[src/rtl/core/dpm_pkg.sv]
// shared types and fixed-point constants for the magnus dew point pipeline
package dpm_pkg;

    typedef enum logic [1:0] {
        ST_OK      = 2'd0,
        ST_SAT     = 2'd1,
        ST_INVALID = 2'd2
    } t_status;

    typedef struct packed {
        logic signed [15:0] temperature_c;
        logic        [14:0] humidity_pct;
    } t_dpm_in;

    typedef struct packed {
        logic signed [15:0] dewpoint_c;
        t_status            status;
    } t_dpm_out;

    // magnus coefficients
    localparam logic [20:0] K_A_Q16     = 21'd1155072;
    localparam logic [23:0] K_B_Q16     = 24'd15927869;
    localparam logic [29:0] LN2_Q30     = 30'd744261118;
    localparam logic [33:0] LN25600_Q30 = 34'd10898852780;

    // reciprocals ceil(2^33 / n) give exact floor division for 29-bit operands
    localparam int          RECIP_SH = 33;
    localparam logic [31:0] RECIP_3  = 32'd2863311531;
    localparam logic [31:0] RECIP_5  = 32'd1717986919;
    localparam logic [31:0] RECIP_7  = 32'd1227133514;
    localparam logic [31:0] RECIP_9  = 32'd954437177;

    // divider geometries
    localparam int A_NUM_W = 44;
    localparam int A_DEN_W = 25;
    localparam int A_QUO_W = 21;
    localparam int Z_NUM_W = 46;
    localparam int Z_DEN_W = 18;
    localparam int Z_QUO_W = 29;
    localparam int D_NUM_W = 45;
    localparam int D_DEN_W = 30;
    localparam int D_QUO_W = 17;

    // aligns the temperature term with the log series argument
    localparam int A_DLY = Z_QUO_W - A_QUO_W - 1;

endpackage

[src/rtl/core/dpm_div_pipe.sv]
// pipelined restoring divider, one quotient bit per stage, with sideband
module dpm_div_pipe #(
    parameter int NUM_W  = dpm_pkg::A_NUM_W,
    parameter int DEN_W  = dpm_pkg::A_DEN_W,
    parameter int QUO_W  = dpm_pkg::A_QUO_W,
    parameter int SIDE_W = 1
) (
    input  logic              i_clk,
    input  logic              i_rst_n,
    input  logic              i_en,
    input  logic              i_valid,
    input  logic [NUM_W-1:0]  i_num,
    input  logic [DEN_W-1:0]  i_den,
    input  logic [SIDE_W-1:0] i_side,
    output logic              o_valid,
    output logic [QUO_W-1:0]  o_quo,
    output logic [SIDE_W-1:0] o_side
);

    localparam int CMP_W = NUM_W + DEN_W;

    logic              r_valid [QUO_W];
    logic [QUO_W-1:0]  r_quo   [QUO_W];
    logic [SIDE_W-1:0] r_side  [QUO_W];
    logic [NUM_W-1:0]  r_rem   [QUO_W-1];
    logic [DEN_W-1:0]  r_den   [QUO_W-1];

    for (genvar j = 0; j < QUO_W; j++) begin : g_stage
        localparam int BIT = QUO_W - 1 - j;

        logic              valid_in;
        logic [NUM_W-1:0]  rem_in;
        logic [DEN_W-1:0]  den_in;
        logic [QUO_W-1:0]  quo_in;
        logic [SIDE_W-1:0] side_in;
        logic [CMP_W-1:0]  trial;
        logic              ge;
        logic [QUO_W-1:0]  n_quo;

        if (j == 0) begin : g_first
            assign valid_in = i_valid;
            assign rem_in   = i_num;
            assign den_in   = i_den;
            assign quo_in   = '0;
            assign side_in  = i_side;
        end else begin : g_next
            assign valid_in = r_valid[j-1];
            assign rem_in   = r_rem[j-1];
            assign den_in   = r_den[j-1];
            assign quo_in   = r_quo[j-1];
            assign side_in  = r_side[j-1];
        end

        assign trial = CMP_W'(den_in) << BIT;
        assign ge    = CMP_W'(rem_in) >= trial;

        always_comb begin
            n_quo      = quo_in;
            n_quo[BIT] = ge;
        end

        always_ff @(posedge i_clk) begin
            if (!i_rst_n) begin
                r_valid[j] <= 1'b0;
            end else if (i_en) begin
                r_valid[j] <= valid_in;
            end
        end

        always_ff @(posedge i_clk) begin
            if (i_en) begin
                r_quo[j]  <= n_quo;
                r_side[j] <= side_in;
            end
        end

        if (j < QUO_W - 1) begin : g_rem
            always_ff @(posedge i_clk) begin
                if (i_en) begin
                    r_rem[j] <= ge ? NUM_W'(CMP_W'(rem_in) - trial) : rem_in;
                    r_den[j] <= den_in;
                end
            end
        end
    end

    assign o_valid = r_valid[QUO_W-1];
    assign o_quo   = r_quo[QUO_W-1];
    assign o_side  = r_side[QUO_W-1];

endmodule

[config.mk]
export PLATFORM = sky130hd
export DESIGN_NAME = dpm_div_pipe
export DESIGN_NICKNAME = d
export VERILOG_FILES = /design/src/rtl/core/dpm_pkg.sv /design/src/rtl/core/dpm_div_pipe.sv
export SDC_FILE = /design/constraint.sdc
export NUM_CORES = 2
export LEC_CHECK = 0
export ABC_AREA = 0
export BUFFER_PORTS_ARGS = -buffer_cell sky130_fd_sc_hd__buf_2
export CAP_MARGIN = 20
export CORE_ASPECT_RATIO = 0.9
export CORE_MARGIN = 1
export CORE_UTILIZATION = 55
export DETAILED_ROUTE_END_ITERATION = 6
export PLACE_DENSITY = 0.86
export SYNTH_ARGS = -nofsm -noshare
export SYNTH_HDL_FRONTEND = slang
export SYNTH_SLANG_ARGS = --single-unit
[constraint.sdc]
create_clock -name i_clk -period 3.2 [get_ports i_clk]
set_clock_uncertainty 0.05 [all_clocks]
set_input_delay 0.64 -clock i_clk [delete_from_list [all_inputs] [get_ports i_clk]]
set_output_delay 0.64 -clock i_clk [all_outputs]
set_load 0.02 [all_outputs]
==> results of run 1 <==
-- metrics by stage --
stage          std cells  hold slack (ns)  setup WS [ns]  instance area (um2)
3_5_place_dp       10400            0.355         -0.637                97200
4_1_cts            11100           0.0165         -0.307               109000
3_3_place_gp       10400            0.351         -0.730                97200
2_1_floorplan       7364            0.350         -0.152                86200
-- layer usage --
layer	GRT usage, %	overflow
met1	51.3	1
met2	70.8	61
met3	41.9	5
met4	51.4	51
met5	26.0	0
-- what timing repair did --
action	in CTS
hold endpoints to repair	24
resized for setup	843
hold buffers	24
setup buffers	261
gates cloned	29
endpoints found under the setup margin	649
pin swaps	351
-- cell families after synthesis --
kind of cell / count (synthesis)
xor+xnor: 568
buf+inv: 803
compound gates: 1766
flops: 1653
fa+ha+maj: 544
simple gates: 1945
mux: 85
==> reports/metrics.cfg, run 1 <==
[yosys]
synthSimpleGateAreaFrac_pct=11.1
avgSynthCellArea_um2=11.7
synthXorXnorAreaFrac_pct=5.78
synthArstFlopShare_pct=0
synth_compound_area_share_pct=12.7
yosys_most_used_dff=edfxtp_1
synth_top_area_share_pct=57.6
synth_area_leaders=edfxtp_1 58%, ha_1 7.6%, a21oi_1 3.2%, xor2_1 3.0%, inv_1 2.8%
yosys.area.top_type=edfxtp_1
ys_ff_latch=1653
synth_most_common_cell=edfxtp_1
synth_cell_types=94
synth_adder_area_share_pct=8.08
yosysWarnings=0
netlist_instances=7364
synth_enable_flop_cells=1652
synth_mux_area_share_pct=1.10
syn_area_um2=86100
netlist_top_cells_count=1652 x edfxtp_1, 641 x inv_1, 576 x nand2_1
yosysSeqAreaShare_pct=57.7
synth_top_family_by_area=compound AO/OA/AOI/OAI gates
syn_nets=7982

[clocking]
cts_made_buffers=170
cts_root_buffer=clkbuf_16
clkSinkCount=1653
cts_max_path_buffers=3
cts_htree_levels=4

[placed_design]
hpwl_um=155000
io_buffers=96
place_congestion=0.975

[die]
io_pins=97
die_width_um=419
row_count=137
die-height_um=377
start_util_pct=55.5

[run_status]
status=stopped before the end
toolErrorMsg=[ERROR GRT-0232] Routing congestion too high. Check the congestion heatmap in the GUI.
lastStage=global routing

[grt]
grt_overflow_total=118
grt_max_degree=102
grt_usage_pct=54.1

[sta]
worst_path_end_type=register input
crit_endpoint=r_rem[13][37]$_DFFE_PP_/D

==> inputs of run 2 (changes only) <==
Settings changed: CORE_ASPECT_RATIO 0.9 to default, CORE_UTILIZATION 55 to 40, PLACE_DENSITY 0.86 to default, PLACE_DENSITY_LB_ADDON from default to 0.15.
Clock period 3.2 ns to 4.2 ns, I/O delays scaled along.
==> run 2 against run 1 <==
Against the previous run: the run now ends clean; synthesized cell count stayed put; synthesized area unchanged.
==> reports/metrics.cfg, run 2 <==
[yosys]
synth_enable_flop_cells=1652  ; unchanged
ys_ff_latch=1653  ; unchanged
yosys_most_used_dff=edfxtp_1  ; unchanged
synth_cell_types=94  ; unchanged
yosysSeqAreaShare_pct=57.7  ; unchanged
yosysWarnings=0  ; unchanged
synth_top_area_share_pct=57.6  ; unchanged
avgSynthCellArea_um2=11.7  ; unchanged
syn_area_um2=86100  ; unchanged
synthArstFlopShare_pct=0  ; unchanged
yosys.area.top_type=edfxtp_1  ; unchanged
netlist_instances=7364  ; unchanged
synth_area_leaders=edfxtp_1 58%, ha_1 7.6%, a21oi_1 3.2%, xor2_1 3.0%, inv_1 2.8%  ; unchanged
synth_most_common_cell=edfxtp_1  ; unchanged
netlist_top_cells_count=1652 x edfxtp_1, 641 x inv_1, 576 x nand2_1  ; unchanged
syn_nets=7982  ; unchanged

[drt]
vias=56200
wl_met2_um=103000
drt_iter0_drc=3434
wl_met1_um=85500
ant_nets=0
dr_wl_met3_um=6250
totalWireLength_um=202000
routedWlPerCell_um=19.0
drc=0
drt_pass1_iterations=6
viasPerCell=5.28
highest_layer=met4

[grt]
grt_pass1_wl_um=316000
grt_overflow_total=0
antenna_found_initial=2
grt_usage_pct=18.5
grt_pass1_vias=56600
grt_max_degree=181

[hold_path]
hold-path-cell-count=1
hp-start=i_num[8]
hold_path_class=input port to flop
min_to=r_rem[0][8]$_DFFE_PP_

[setup_path]
worstPathArrival_ns=4.65
r2r_cells=14
crit_path_cell_trace=inv_1, ha_1, inv_1, fa_1, a21o_1, a221oi_1, o31ai_1, a31oi_1, o31ai_1, a21oi_4, nor2_1, nand2_1, or2_2, xnor2_1
r2r_setup_slack_ns=0.10
crit_path_max_fanout=13
max_stage_delay_ns=0.52
worstSetupPathType=flop to flop
r2r_end=r_rem[18][43]$_DFFE_PP_
rr_startpoint=r_rem[17][2]$_DFFE_PP_
end_kind=flop
required_ns=4.75
start_kind=flop
critPathSlowestCell=a21oi_4

[sta]
hold_viol=0
worst_slew_pin_slew_ns=1.16
min_period_ns=4.10
fmax_mhz=244
rsz0062_at_grt=no
setup_viol=0
setup_slack_ns=0.101
timing_max_transition_violations_final=0
slew-limit-headroom_pct=22.1
post-route-period-util_pct=97.6

[die]
die-height_um=466  ; was 377 um
row_count=169  ; was 137
start_util_pct=40.4  ; was 55.5%
die_width_um=466  ; was 419 um
die_area_um2=217000
io_pins=97  ; unchanged
fp.coreArea_um2=213000

[placed_design]
place_congestion=0.891  ; was 0.975
pre_cts_ws_ns=-0.114  ; was -0.637 ns
io_buffers=96  ; unchanged
hpwl_um=154000  ; was 155000 um

[clocking]
cts_tree=built
cts_max_path_buffers=3  ; unchanged
clk_latency_ns=0.85
clk_pin_slew_worst_paths_ns=0.06
cts_made_buffers=186  ; was 170
cts_htree_levels=4  ; unchanged
clkSinkCount=1653  ; unchanged
cts_root_buffer=clkbuf_16  ; unchanged

[layout]
largest_reg_flops=880
final_cell_mix=1652 x edfxtp_1, 641 x inv_1, 576 x nand2_1, 551 x a21oi_1, 524 x ha_1
layout_commonest_cell=edfxtp_1
drive_gt1_share_pct=8.99
nNetsFinal=8283
regMostFlops=r_rem
area_growth_pct=13.3
fillCellCount=19200
final_core_util_pct=45.8
largest_registers=r_rem: 880 flops, r_den: 500 flops, r_quo: 231 flops
antenna_cells=0

[pwr]
cellLeakagePower_nw=37.8
power.density_nw_per_um2=667
peakVddDrop_mv=0.440

[run_status]
status=finished, final reports clean  ; was stopped before the end

[flow_run]
drv_cap=0

[run 2: cell counts after synthesis]
No cell type changed its count.
[run 2: worst max path at each step]
stage	start	end	slack [ns]	depth (start not counted)
2_1_floorplan	i_den[1]	r_rem[0][23]$_DFFE_PP_	0.57	14
3_3_place_gp	i_den[21]	r_rem[0][43]$_DFFE_PP_	-0.20	12
3_5_place_dp	i_den[21]	r_rem[0][43]$_DFFE_PP_	-0.11	12
4_1_cts	r_den[15][0]$_DFFE_PP_	r_rem[16][38]$_DFFE_PP_	0.14	13
5_1_grt	r_den[2][0]$_DFFE_PP_	r_rem[3][43]$_DFFE_PP_	0.006	13
6_report	r_rem[17][2]$_DFFE_PP_	r_rem[18][43]$_DFFE_PP_	0.10	14
[run 2: cells by family (layout without fill, tap and decap cells)]
group                      count (synthesis)  after routing  synth area share, %
AOI/OAI and AO/OA                       1766           1766                 12.7
xor gates and xnor gates                 568            568                 5.78
adders and majority gates                544            544                 8.08
buffers and inverters                    803           1256                 3.55
DFF                                     1653           1653                 57.7
muxes                                     85             85                 1.10
and+or+nand+nor                         1945           1945                 11.1
[run 2: worst max-delay path: cells and delay by family (launching register included)]
family,cells,cell delay (ns)
AOI/OAI and AO/OA,6,2.06
buffers and inverters,2,0.13
xor gates and xnor gates,1,0.05
DFF,1,0.41
adders and majority gates,2,0.57
and+or+nand+nor,3,0.56
[run 2: metrics by stage]
stage	TNS, ns	cell area [um2]	total power [mW]	instances	hold WS (ns)
floorplan	0	86100	42.0	7364	0.350
global placement	-2.17	91200	48.5	10300	0.350
detailed placement	-0.677	91200	48.8	10300	0.355
CTS	0	97500	65.6	10600	0.0460
global route	0	97500	69.2	10600	0.0808
finish	0	97500	65.0	10600	0.136
[run 2: final cells by class]
type	instances	area, um2	area share, %
clock buffer	226	4870	4.99
clock inverter	114	1410	1.44
inverter	646	2420	2.49
multi-input combinational	4908	33600	34.4
sequential	1653	49600	50.9
tap	2821	3530	3.62
timing repair buffer	270	2110	2.17
[run 2: layer usage]
layer  GRT usage, %  up-vias
met1           22.1    27100
met5              0        -
met3           2.39      375
met2           33.6      925
met4           7.03        0
li1               -    27800
[run 2: timing repair]
item,CTS,global route
hold buffers,0,0
pin swaps,0,1
buffers inserted,0,1
endpoints found under the setup margin,3,5
resized for setup,1,5
[run 2: power breakdown]
part           leakage [nW]  total, mW  switching, mW  internal, mW
registers              16.0       25.3           2.27          23.0
clock network          2.99       16.5           6.96          9.51
logic                  18.8       23.3           13.3          10.0
total                  37.8       65.0           22.5          42.6
(Power assumes the default switching activity.)
